## config.mk

```make
export PLATFORM = sky130hd
export DESIGN_NAME = sacl_ctrl_flat
export DESIGN_NICKNAME = d
export VERILOG_FILES = /design/src/hw/rtl/sacl_pkg.sv /design/src/hw/rtl/sacl_if.sv /design/src/hw/rtl/sacl_ctrl.sv /design/src/flat_wrapper.sv
export SDC_FILE = /design/constraint.sdc
export NUM_CORES = 1
export LEC_CHECK = 0
export ABC_AREA = 0
export BUFFER_PORTS_ARGS = -buffer_cell sky130_fd_sc_hd__buf_2
export CORE_AREA = 2 2 147 149
export CTS_BUF_LIST = sky130_fd_sc_hd__clkbuf_8
export CTS_CLUSTER_SIZE = 24
export DETAILED_ROUTE_END_ITERATION = 8
export DIE_AREA = 0 0 149 151
export PLACE_DENSITY_LB_ADDON = 0.12
export SKIP_LAST_GASP = 1
export SLEW_MARGIN = 15
export SYNTH_ARGS = -nofsm -noshare
export SYNTH_HDL_FRONTEND = slang
export SYNTH_SLANG_ARGS = --single-unit
```

## constraint.sdc

```tcl
create_clock -name clk -period 2.8 [get_ports clk]
set_input_delay 0.28 -clock clk [delete_from_list [all_inputs] [get_ports clk]]
set_output_delay 0.28 -clock clk [all_outputs]
set_load 0.01 [all_outputs]
```

## src/hw/rtl/sacl_pkg.sv

```systemverilog
// Shared types and constants for the set-associative cache array.
// Field widths, request codes and the metadata write-enable group.
// No dependencies.
`timescale 1ns / 1ps
`default_nettype none

package sacl_pkg;

  localparam int REQ_W     = 3;
  localparam int SET_IN_W  = 6;
  localparam int TAG_W     = 21;
  localparam int WAY_IN_W  = 2;
  localparam int WORD_IN_W = 5;
  localparam int DATA_W    = 8;
  localparam int STATUS_W  = 3;
  localparam int STAMP_W   = 32;

  localparam int SET_IN_N  = 2 ** SET_IN_W;
  localparam int WAY_IN_N  = 2 ** WAY_IN_W;
  localparam int WORD_IN_N = 2 ** WORD_IN_W;

  localparam logic [STATUS_W-1:0]      NO_COPIES_CODE = 3'd0;
  localparam logic signed [DATA_W-1:0] FILL_VALUE     = 8'sd4;

  typedef enum logic [REQ_W-1:0] {
    REQ_LOOKUP = 3'd0,
    REQ_READ   = 3'd1,
    REQ_WRITE  = 3'd2,
    REQ_FILL   = 3'd3,
    REQ_STATUS = 3'd4,
    REQ_VICTIM = 3'd5
  } req_t;

  typedef struct packed {
    logic tag;
    logic status;
    logic stamp;
  } meta_we_t;

endpackage

`default_nettype wire

```

## src/hw/rtl/sacl_if.sv

```systemverilog
// Request and response channel interfaces of the cache array.
// Depends on sacl_pkg for the field widths.
`timescale 1ns / 1ps
`default_nettype none

interface sacl_req_if import sacl_pkg::*; ();
  logic                       valid;
  logic                       ready;
  logic [REQ_W-1:0]           req_type;
  logic [SET_IN_W-1:0]        set_index;
  logic [TAG_W-1:0]           tag_in;
  logic [WAY_IN_W-1:0]        way_in;
  logic [WORD_IN_W-1:0]       word_index;
  logic signed [DATA_W-1:0]   write_data;
  logic [STATUS_W-1:0]        new_status;

  modport source (
    output valid, req_type, set_index, tag_in, way_in, word_index, write_data,
           new_status,
    input  ready
  );
  modport sink (
    input  valid, req_type, set_index, tag_in, way_in, word_index, write_data,
           new_status,
    output ready
  );
endinterface

interface sacl_rsp_if import sacl_pkg::*; ();
  logic                       valid;
  logic                       ready;
  logic                       hit;
  logic [WAY_IN_W-1:0]        hit_way;
  logic signed [DATA_W-1:0]   read_data;
  logic [STATUS_W-1:0]        status_out;
  logic [WAY_IN_W-1:0]        victim_way;

  modport source (
    output valid, hit, hit_way, read_data, status_out, victim_way,
    input  ready
  );
  modport sink (
    input  valid, hit, hit_way, read_data, status_out, victim_way,
    output ready
  );
endinterface

`default_nettype wire

```

## src/hw/rtl/sacl_ctrl.sv

```systemverilog
// Request sequencer of the cache array: clearing pass, per-way scan with a
// shared tag and stamp comparator, line fill sweep and the response register.
// Depends on sacl_pkg and the sacl_req_if and sacl_rsp_if interfaces.
`timescale 1ns / 1ps
`default_nettype none

module sacl_ctrl import sacl_pkg::*; #(
  parameter int WAYS           = 4,
  parameter int SETS           = 64,
  parameter int WORDS_PER_LINE = 32,
  localparam int SLOTS   = SETS * WAYS,
  localparam int DEPTH   = SLOTS * WORDS_PER_LINE,
  localparam int SLOT_W  = (SLOTS > 1) ? $clog2(SLOTS) : 1,
  localparam int DADDR_W = (DEPTH > 1) ? $clog2(DEPTH) : 1
) (
  input  wire logic                       clk,
  input  wire logic                       rst_n,
  sacl_req_if.sink                        in_req,
  sacl_rsp_if.source                      out_rsp,
  output logic [SLOT_W-1:0]               meta_rd_addr,
  input  wire logic [TAG_W-1:0]           tag_q,
  input  wire logic [STATUS_W-1:0]        status_q,
  input  wire logic [STAMP_W-1:0]         stamp_q,
  output logic [SLOT_W-1:0]               meta_wr_addr,
  output meta_we_t                        meta_we,
  output logic [TAG_W-1:0]                tag_wd,
  output logic [STATUS_W-1:0]             status_wd,
  output logic [STAMP_W-1:0]              stamp_wd,
  output logic [DADDR_W-1:0]              data_rd_addr,
  input  wire logic signed [DATA_W-1:0]   data_q,
  output logic                            data_we,
  output logic [DADDR_W-1:0]              data_wr_addr,
  output logic signed [DATA_W-1:0]        data_wd
);

  localparam int SET_W  = (SETS > 1) ? $clog2(SETS) : 1;
  localparam int WAY_W  = (WAYS > 1) ? $clog2(WAYS) : 1;
  localparam int WORD_W = (WORDS_PER_LINE > 1) ? $clog2(WORDS_PER_LINE) : 1;

  typedef enum logic [2:0] {
    S_CLEAR,
    S_IDLE,
    S_READ,
    S_EVAL,
    S_FILL,
    S_DONE
  } state_t;

  state_t                    state_r;
  logic [REQ_W-1:0]          req_r;
  logic [SLOT_W-1:0]         base_r;
  logic [WAY_W-1:0]          way_r;
  logic [WORD_W-1:0]         word_r;
  logic [TAG_W-1:0]          tag_r;
  logic signed [DATA_W-1:0]  wdata_r;
  logic [STATUS_W-1:0]       nstat_r;
  logic [STAMP_W-1:0]        use_cnt_r;
  logic [SLOT_W-1:0]         clr_cnt_r;
  logic [WORD_W-1:0]         fill_cnt_r;
  logic [WAY_W-1:0]          best_r;
  logic [STAMP_W-1:0]        best_stamp_r;
  logic [STATUS_W-1:0]       best_stat_r;
  logic                      res_hit_r;
  logic [WAY_W-1:0]          res_hit_way_r;
  logic signed [DATA_W-1:0]  res_rdata_r;
  logic [STATUS_W-1:0]       res_stat_r;
  logic [WAY_W-1:0]          res_victim_r;
  logic                      out_valid_r;
  logic                      out_hit_r;
  logic [WAY_IN_W-1:0]       out_hit_way_r;
  logic signed [DATA_W-1:0]  out_rdata_r;
  logic [STATUS_W-1:0]       out_stat_r;
  logic [WAY_IN_W-1:0]       out_victim_r;

  logic [SET_W-1:0]   set_map  [SET_IN_N];
  logic [WAY_W-1:0]   way_map  [WAY_IN_N];
  logic [WORD_W-1:0]  word_map [WORD_IN_N];

  logic [SLOT_W-1:0]  slot;
  logic [DADDR_W-1:0] line_base;
  logic [STAMP_W-1:0] stamp_inc;
  logic               tag_match;
  logic               take;
  logic               way_last;

  // Out-of-range indexes wrap; the remainders are fixed at elaboration.
  for (genvar g = 0; g < SET_IN_N; g++) begin : g_set_map
    assign set_map[g] = SET_W'(g % SETS);
  end
  for (genvar g = 0; g < WAY_IN_N; g++) begin : g_way_map
    assign way_map[g] = WAY_W'(g % WAYS);
  end
  for (genvar g = 0; g < WORD_IN_N; g++) begin : g_word_map
    assign word_map[g] = WORD_W'(g % WORDS_PER_LINE);
  end

  assign slot      = base_r + SLOT_W'(way_r);
  assign line_base = DADDR_W'(slot * WORDS_PER_LINE);
  assign stamp_inc = use_cnt_r + 1'b1;
  assign tag_match = (status_q != NO_COPIES_CODE) && (tag_q == tag_r);
  assign take      = (way_r == '0) || (stamp_q < best_stamp_r);
  assign way_last  = (way_r == WAY_W'(WAYS - 1));

  assign meta_rd_addr = slot;
  assign data_rd_addr = line_base + DADDR_W'(word_r);
  assign data_wr_addr = line_base + DADDR_W'((state_r == S_FILL) ? fill_cnt_r : word_r);
  assign data_we      = (state_r == S_FILL) || (state_r == S_EVAL && req_r == REQ_WRITE);
  assign data_wd      = (state_r == S_FILL) ? FILL_VALUE : wdata_r;

  always_comb begin
    meta_we      = '0;
    meta_wr_addr = slot;
    tag_wd       = tag_r;
    status_wd    = nstat_r;
    stamp_wd     = stamp_inc;
    if (state_r == S_CLEAR) begin
      meta_wr_addr   = clr_cnt_r;
      meta_we.status = 1'b1;
      meta_we.stamp  = 1'b1;
      status_wd      = NO_COPIES_CODE;
      stamp_wd       = '0;
    end else if (state_r == S_EVAL) begin
      case (req_r)
        REQ_READ: begin
          meta_we.stamp = 1'b1;
        end
        REQ_WRITE, REQ_FILL: begin
          meta_we = '1;
        end
        REQ_STATUS: begin
          meta_we.status = 1'b1;
        end
        default: begin
          meta_we = '0;
        end
      endcase
    end
  end

  assign in_req.ready       = (state_r == S_IDLE);
  assign out_rsp.valid      = out_valid_r;
  assign out_rsp.hit        = out_hit_r;
  assign out_rsp.hit_way    = out_hit_way_r;
  assign out_rsp.read_data  = out_rdata_r;
  assign out_rsp.status_out = out_stat_r;
  assign out_rsp.victim_way = out_victim_r;

  always_ff @(posedge clk) begin
    if (!rst_n) begin
      state_r     <= S_CLEAR;
      clr_cnt_r   <= '0;
      use_cnt_r   <= '0;
      out_valid_r <= 1'b0;
    end else begin
      if (out_valid_r && out_rsp.ready && (state_r != S_DONE)) begin
        out_valid_r <= 1'b0;
      end
      case (state_r)
        S_CLEAR: begin
          clr_cnt_r <= clr_cnt_r + 1'b1;
          if (clr_cnt_r == SLOT_W'(SLOTS - 1)) begin
            state_r <= S_IDLE;
          end
        end
        S_IDLE: begin
          if (in_req.valid) begin
            req_r   <= in_req.req_type;
            base_r  <= SLOT_W'(set_map[in_req.set_index] * WAYS);
            word_r  <= word_map[in_req.word_index];
            tag_r   <= in_req.tag_in;
            wdata_r <= in_req.write_data;
            nstat_r <= in_req.new_status;
            if (in_req.req_type inside {REQ_LOOKUP, REQ_VICTIM}) begin
              way_r <= '0;
            end else begin
              way_r <= way_map[in_req.way_in];
            end
            res_hit_r     <= 1'b0;
            res_hit_way_r <= '0;
            res_rdata_r   <= '0;
            res_stat_r    <= '0;
            res_victim_r  <= '0;
            state_r       <= S_READ;
          end
        end
        S_READ: begin
          state_r <= S_EVAL;
        end
        S_EVAL: begin
          case (req_r)
            REQ_LOOKUP: begin
              if (tag_match) begin
                res_hit_r     <= 1'b1;
                res_hit_way_r <= way_r;
                res_stat_r    <= status_q;
                state_r       <= S_DONE;
              end else if (way_last) begin
                res_stat_r <= NO_COPIES_CODE;
                state_r    <= S_DONE;
              end else begin
                way_r   <= way_r + 1'b1;
                state_r <= S_READ;
              end
            end
            REQ_READ: begin
              use_cnt_r   <= stamp_inc;
              res_rdata_r <= data_q;
              res_stat_r  <= status_q;
              state_r     <= S_DONE;
            end
            REQ_WRITE: begin
              use_cnt_r  <= stamp_inc;
              res_stat_r <= nstat_r;
              state_r    <= S_DONE;
            end
            REQ_FILL: begin
              use_cnt_r  <= stamp_inc;
              res_stat_r <= nstat_r;
              fill_cnt_r <= '0;
              state_r    <= S_FILL;
            end
            REQ_STATUS: begin
              res_stat_r <= nstat_r;
              state_r    <= S_DONE;
            end
            REQ_VICTIM: begin
              if (take) begin
                best_r       <= way_r;
                best_stamp_r <= stamp_q;
                best_stat_r  <= status_q;
              end
              if (way_last) begin
                res_victim_r <= take ? way_r : best_r;
                res_stat_r   <= take ? status_q : best_stat_r;
                state_r      <= S_DONE;
              end else begin
                way_r   <= way_r + 1'b1;
                state_r <= S_READ;
              end
            end
            default: begin
              state_r <= S_DONE;
            end
          endcase
        end
        S_FILL: begin
          fill_cnt_r <= fill_cnt_r + 1'b1;
          if (fill_cnt_r == WORD_W'(WORDS_PER_LINE - 1)) begin
            state_r <= S_DONE;
          end
        end
        S_DONE: begin
          if (!out_valid_r || out_rsp.ready) begin
            out_valid_r   <= 1'b1;
            out_hit_r     <= res_hit_r;
            out_hit_way_r <= WAY_IN_W'(res_hit_way_r);
            out_rdata_r   <= res_rdata_r;
            out_stat_r    <= res_stat_r;
            out_victim_r  <= WAY_IN_W'(res_victim_r);
            state_r       <= S_IDLE;
          end
        end
        default: begin
          state_r <= S_IDLE;
        end
      endcase
    end
  end

endmodule

`default_nettype wire
```

## src/flat_wrapper.sv

```systemverilog
// flat-port wrapper written by rule: the top's interface ports become plain ports
module sacl_ctrl_flat import sacl_pkg::*;
#(
  parameter int WAYS           = 4,
  parameter int SETS           = 64,
  parameter int WORDS_PER_LINE = 32,
  localparam int SLOTS   = SETS * WAYS,
  localparam int DEPTH   = SLOTS * WORDS_PER_LINE,
  localparam int SLOT_W  = (SLOTS > 1) ? $clog2(SLOTS) : 1,
  localparam int DADDR_W = (DEPTH > 1) ? $clog2(DEPTH) : 1
)
  (clk, rst_n, meta_rd_addr, tag_q, status_q, stamp_q, meta_wr_addr, meta_we, tag_wd, status_wd, stamp_wd, data_rd_addr, data_q, data_we, data_wr_addr, data_wd, in_req_valid, in_req_req_type, in_req_set_index, in_req_tag_in, in_req_way_in, in_req_word_index, in_req_write_data, in_req_new_status, in_req_ready, out_rsp_valid, out_rsp_hit, out_rsp_hit_way, out_rsp_read_data, out_rsp_status_out, out_rsp_victim_way, out_rsp_ready);
  sacl_req_if in_req_i ();
  sacl_rsp_if out_rsp_i ();
  input  wire logic clk;
  input  wire logic rst_n;
  output logic [SLOT_W-1:0] meta_rd_addr;
  input  wire logic [TAG_W-1:0] tag_q;
  input  wire logic [STATUS_W-1:0] status_q;
  input  wire logic [STAMP_W-1:0] stamp_q;
  output logic [SLOT_W-1:0] meta_wr_addr;
  output meta_we_t meta_we;
  output logic [TAG_W-1:0] tag_wd;
  output logic [STATUS_W-1:0] status_wd;
  output logic [STAMP_W-1:0] stamp_wd;
  output logic [DADDR_W-1:0] data_rd_addr;
  input  wire logic signed [DATA_W-1:0] data_q;
  output logic data_we;
  output logic [DADDR_W-1:0] data_wr_addr;
  output logic signed [DATA_W-1:0] data_wd;
  input wire logic [$bits(in_req_i.valid)-1:0] in_req_valid;
  input wire logic [$bits(in_req_i.req_type)-1:0] in_req_req_type;
  input wire logic [$bits(in_req_i.set_index)-1:0] in_req_set_index;
  input wire logic [$bits(in_req_i.tag_in)-1:0] in_req_tag_in;
  input wire logic [$bits(in_req_i.way_in)-1:0] in_req_way_in;
  input wire logic [$bits(in_req_i.word_index)-1:0] in_req_word_index;
  input wire logic [$bits(in_req_i.write_data)-1:0] in_req_write_data;
  input wire logic [$bits(in_req_i.new_status)-1:0] in_req_new_status;
  output wire logic [$bits(in_req_i.ready)-1:0] in_req_ready;
  output wire logic [$bits(out_rsp_i.valid)-1:0] out_rsp_valid;
  output wire logic [$bits(out_rsp_i.hit)-1:0] out_rsp_hit;
  output wire logic [$bits(out_rsp_i.hit_way)-1:0] out_rsp_hit_way;
  output wire logic [$bits(out_rsp_i.read_data)-1:0] out_rsp_read_data;
  output wire logic [$bits(out_rsp_i.status_out)-1:0] out_rsp_status_out;
  output wire logic [$bits(out_rsp_i.victim_way)-1:0] out_rsp_victim_way;
  input wire logic [$bits(out_rsp_i.ready)-1:0] out_rsp_ready;
  assign in_req_i.valid = in_req_valid;
  assign in_req_i.req_type = in_req_req_type;
  assign in_req_i.set_index = in_req_set_index;
  assign in_req_i.tag_in = in_req_tag_in;
  assign in_req_i.way_in = in_req_way_in;
  assign in_req_i.word_index = in_req_word_index;
  assign in_req_i.write_data = in_req_write_data;
  assign in_req_i.new_status = in_req_new_status;
  assign in_req_ready = in_req_i.ready;
  assign out_rsp_valid = out_rsp_i.valid;
  assign out_rsp_hit = out_rsp_i.hit;
  assign out_rsp_hit_way = out_rsp_i.hit_way;
  assign out_rsp_read_data = out_rsp_i.read_data;
  assign out_rsp_status_out = out_rsp_i.status_out;
  assign out_rsp_victim_way = out_rsp_i.victim_way;
  assign out_rsp_i.ready = out_rsp_ready;
  sacl_ctrl #(.WAYS(WAYS), .SETS(SETS), .WORDS_PER_LINE(WORDS_PER_LINE)) u_core (.clk(clk), .rst_n(rst_n), .in_req(in_req_i), .out_rsp(out_rsp_i), .meta_rd_addr(meta_rd_addr), .tag_q(tag_q), .status_q(status_q), .stamp_q(stamp_q), .meta_wr_addr(meta_wr_addr), .meta_we(meta_we), .tag_wd(tag_wd), .status_wd(status_wd), .stamp_wd(stamp_wd), .data_rd_addr(data_rd_addr), .data_q(data_q), .data_we(data_we), .data_wr_addr(data_wr_addr), .data_wd(data_wd));
endmodule
```

==> results.yml <==
yosys:
  ys.flop_type: "edfxtp_1"
  ys_ff_latch: 166
  synth_edf_count: 122
  synth_top_area_share_pct: 44.3
  yosys_warnings: 0
  synth_nets: 934
  async_reset_ff_share_pct: 0
  synthDistinctLibCells: 52
  seq_area_frac_synth_pct: 54.9
  netlist_area_um2: 8270
  synth_area_leader_cell: "edfxtp_1"
  synthTopCellsByArea: "edfxtp_1, dfxtp_1, ha_1, xor2_1, nand2_1"
  synth_cells: 781
  syn_area_per_cell_um2: 10.6
placed_design:
  place_congestion: 0.814
  portBuffers: 243
  hpwl_um: 14600
die:
  ios: 244
  rows: 53
  fp.dieH_um: 151
  die_x_um: 149
  start_util_pct: 39.7
  die_area_um2: 22500
  coreArea_um2: 20800
worst_setup_path:
  cp_max_fo: 7
  crit_type: "reg -> out"
  arrival_ps: 2370
  reg2reg_depth: 7
  rr_endpoint: "u_core.res_stat_r[2]$_SDFFCE_PN0P_"
  required_ps: 2520
  regToRegSetupSlack_ps: 280
  r2r_start: "u_core.tag_wd[3]$_DFFE_PP_"
  cp-end-kind: "primary output"
  setup.worst_path.start_class: "flip-flop"
timing:
  fmax_mhz: 378
  relSlewSlack_pct: 60.6
  rsz0062_at_grt: "yes"
  worst_pin_slew_ps: 587
  finalHoldViolations: 0
  fin_setup_tns_ps: 0
  period_share_pct: 94.6
  setup_viol: 0
  holdWs_ps: 41.7
  fin_skew_ps: 12.9
  fin_crit_ps: 2650
  maxSlewViolCount: 0
clocking:
  cts-root-buf: "clkbuf_8"
  numCtsBuffers: 17
  path_clk_slew_ps: 90
  clock_latency_ps: 460
  clockBufferDepth: 2
  cts_max_level: 4
  clock_sinks: 166
  cts_tree: "built"
power:
  power_density_nw_per_um2: 431
  leakage_uw: 0.00469
  ir_drop_mv: 0.262
layout:
  final_cell_mix: "buf_2, edfxtp_1, nand2_1"
  area_delta_synth_final_pct: 35.2
  final_util_pct: 53.7
  multi_input_area_um2: 3400
  mostFrequentLayoutCell: "buf_2"
  seqCellArea_um2: 4580
  drive_gt1_share_pct: 31.3
  fillCellCount: 1932
  nNetsFinal: 1267
detailed_routing:
  wirelength_um: 20800
  drtIter0Drc: 354
  drc: 0
  ant_nets: 0
  dr.pass1.iters: 5
  viasPerCell: 4.78
  vias: 6704
  wl_per_cell_um: 14.8
global_routing:
  grt_pass1_wl_um: 32600
  grt_max_degree: 48
  overflow: 0
  grt_usage_pct: 18.7
  grt_pass1_vias: 6469
  antenna_found_initial: 1
run:
  cap_violations: 0
worst_hold_path:
  hold_path_startpoint: "stamp_q[3]"
  worstHoldEndpoint: "u_core.best_stamp_r[3]$_DFFE_PP_"
  hold_path.class: "in -> reg"
  min_delay_path_depth: 1
run_status:
  status: "complete, no violations"
## synth_stat cells, types with 3 or more instances
library cell and instances:
nor4_1 5, a221oi_1 4, buf_4 16, mux2i_1 4
or3_1 10, a31oi_1 3, inv_1 43, nand3_1 32
and3_1 14, nand2b_1 9, nor2_1 76, a311o_1 3
nor3_1 15, edfxtp_1 122, a21o_1 7, nand2_1 95
and4_1 3, nor2b_1 7, a21oi_1 36, mux2_2 3
nand4_1 13, and2_1 17, ha_1 37, dfxtp_1 44
xnor2_1 28, xor2_1 50, clkbuf_1 23, o21ai_0 27
## where the power goes
group	switching, µW	total [µW]	internal, µW	leakage, µW
sequential	4.77	2620	2620	0.00144
clock	939	1920	978	0.000216
combinational	112	283	170	0.00303
## worst max path at each step
stage	startpoint	endpoint	slack, ps	cells past startpoint
after global routing	u_core.use_cnt_r[11]$_SDFFE_PN0P_	stamp_wd[28]	-20	7
after global placement	stamp_q[29]	u_core.best_stat_r[2]$_DFFE_PP_	210	9
after CTS	u_core.use_cnt_r[0]$_SDFFE_PN0P_	stamp_wd[26]	30	8
after floorplan	u_core.state_r[0]$_SDFFE_PN0P_	u_core.best_stamp_r[0]$_DFFE_PP_	290	8
after detailed placement	stamp_q[29]	u_core.best_stat_r[0]$_DFFE_PP_	220	9
final	u_core.use_cnt_r[0]$_SDFFE_PN0P_	stamp_wd[26]	150	8
## cells by family (layout without fill, tap and decap cells)
| family | after synthesis | in the layout | share of synthesized area (%) |
|---|---|---|---|
| simple gates | 312 | 313 | 18.7 |
| flops | 166 | 166 | 54.9 |
| buf+inv | 85 | 430 | 4.61 |
| xor+xnor | 78 | 78 | 8.26 |
| fa+ha+maj | 37 | 37 | 5.59 |
| compound gates | 96 | 96 | 7.02 |
| mux | 7 | 7 | 0.892 |
| other cells | 0 | 1 | 0 |
## per-stage QoR
step / power, µW / setup slack (ps) / cells / area (µm²)
after floorplan: 2760 / 292 / 781 / 8280
after global placement: 2880 / 209 / 1277 / 9800
after global routing: 5020 / -19.0 / 1403 / 11200
after detailed placement: 2880 / 220 / 1277 / 9800
after CTS: 4900 / 28.4 / 1390 / 11100
final: 4820 / 151 / 1403 / 11200
## worst max-delay path: stages, from the launching register on
cell	delay, ps
dfxtp_4	390
ha_4	160
nand3_4	100
nor4_4	180
nand2_1	100
or3_4	370
or3_1	320
a21oi_1	140
buf_2	140
## state kept, by name (all words and copies together) (netlist names), 5 cells and up
signal,count
u_core.base_r,6
u_core.fill_cnt_r,5
u_core.clr_cnt_r,8
u_core.tag_wd,21
u_core.wdata_r,8
u_core.out_rsp.read_data,8
u_core.best_stamp_r,32
u_core.word_r,5
u_core.use_cnt_r,32
u_core.res_rdata_r,8
## metal layers
layer  vias up  wire (µm)  GRT usage (%)  share of wire, %
li1       3378          -              -                 -
met1      3124       9270           23.5                45
met2       186      10100           32.0                49
met3        16       1100           4.85               5.3
met4         0        236           4.81               1.1
met5         -          0              0                 0
## area by class of cell
class / count / share of cell area [%]
sequential: 166 / 40.9
clock buffer: 17 / 2.09
multi-input combinational: 531 / 30.3
clock inverter: 15 / 1.79
inverter: 43 / 1.44
antenna: 1 / 0.0224
tap: 275 / 3.07
timing repair buffer: 355 / 20.3
## repair_timing
action,CTS,global route
hold buffers,77,0
setup endpoints to repair,9,11
resized for setup,11,19
gates cloned,1,0
pin swaps,5,3
endpoints found under the hold margin,77,0
buffers inserted,3,12
(Power assumes the default switching activity.)
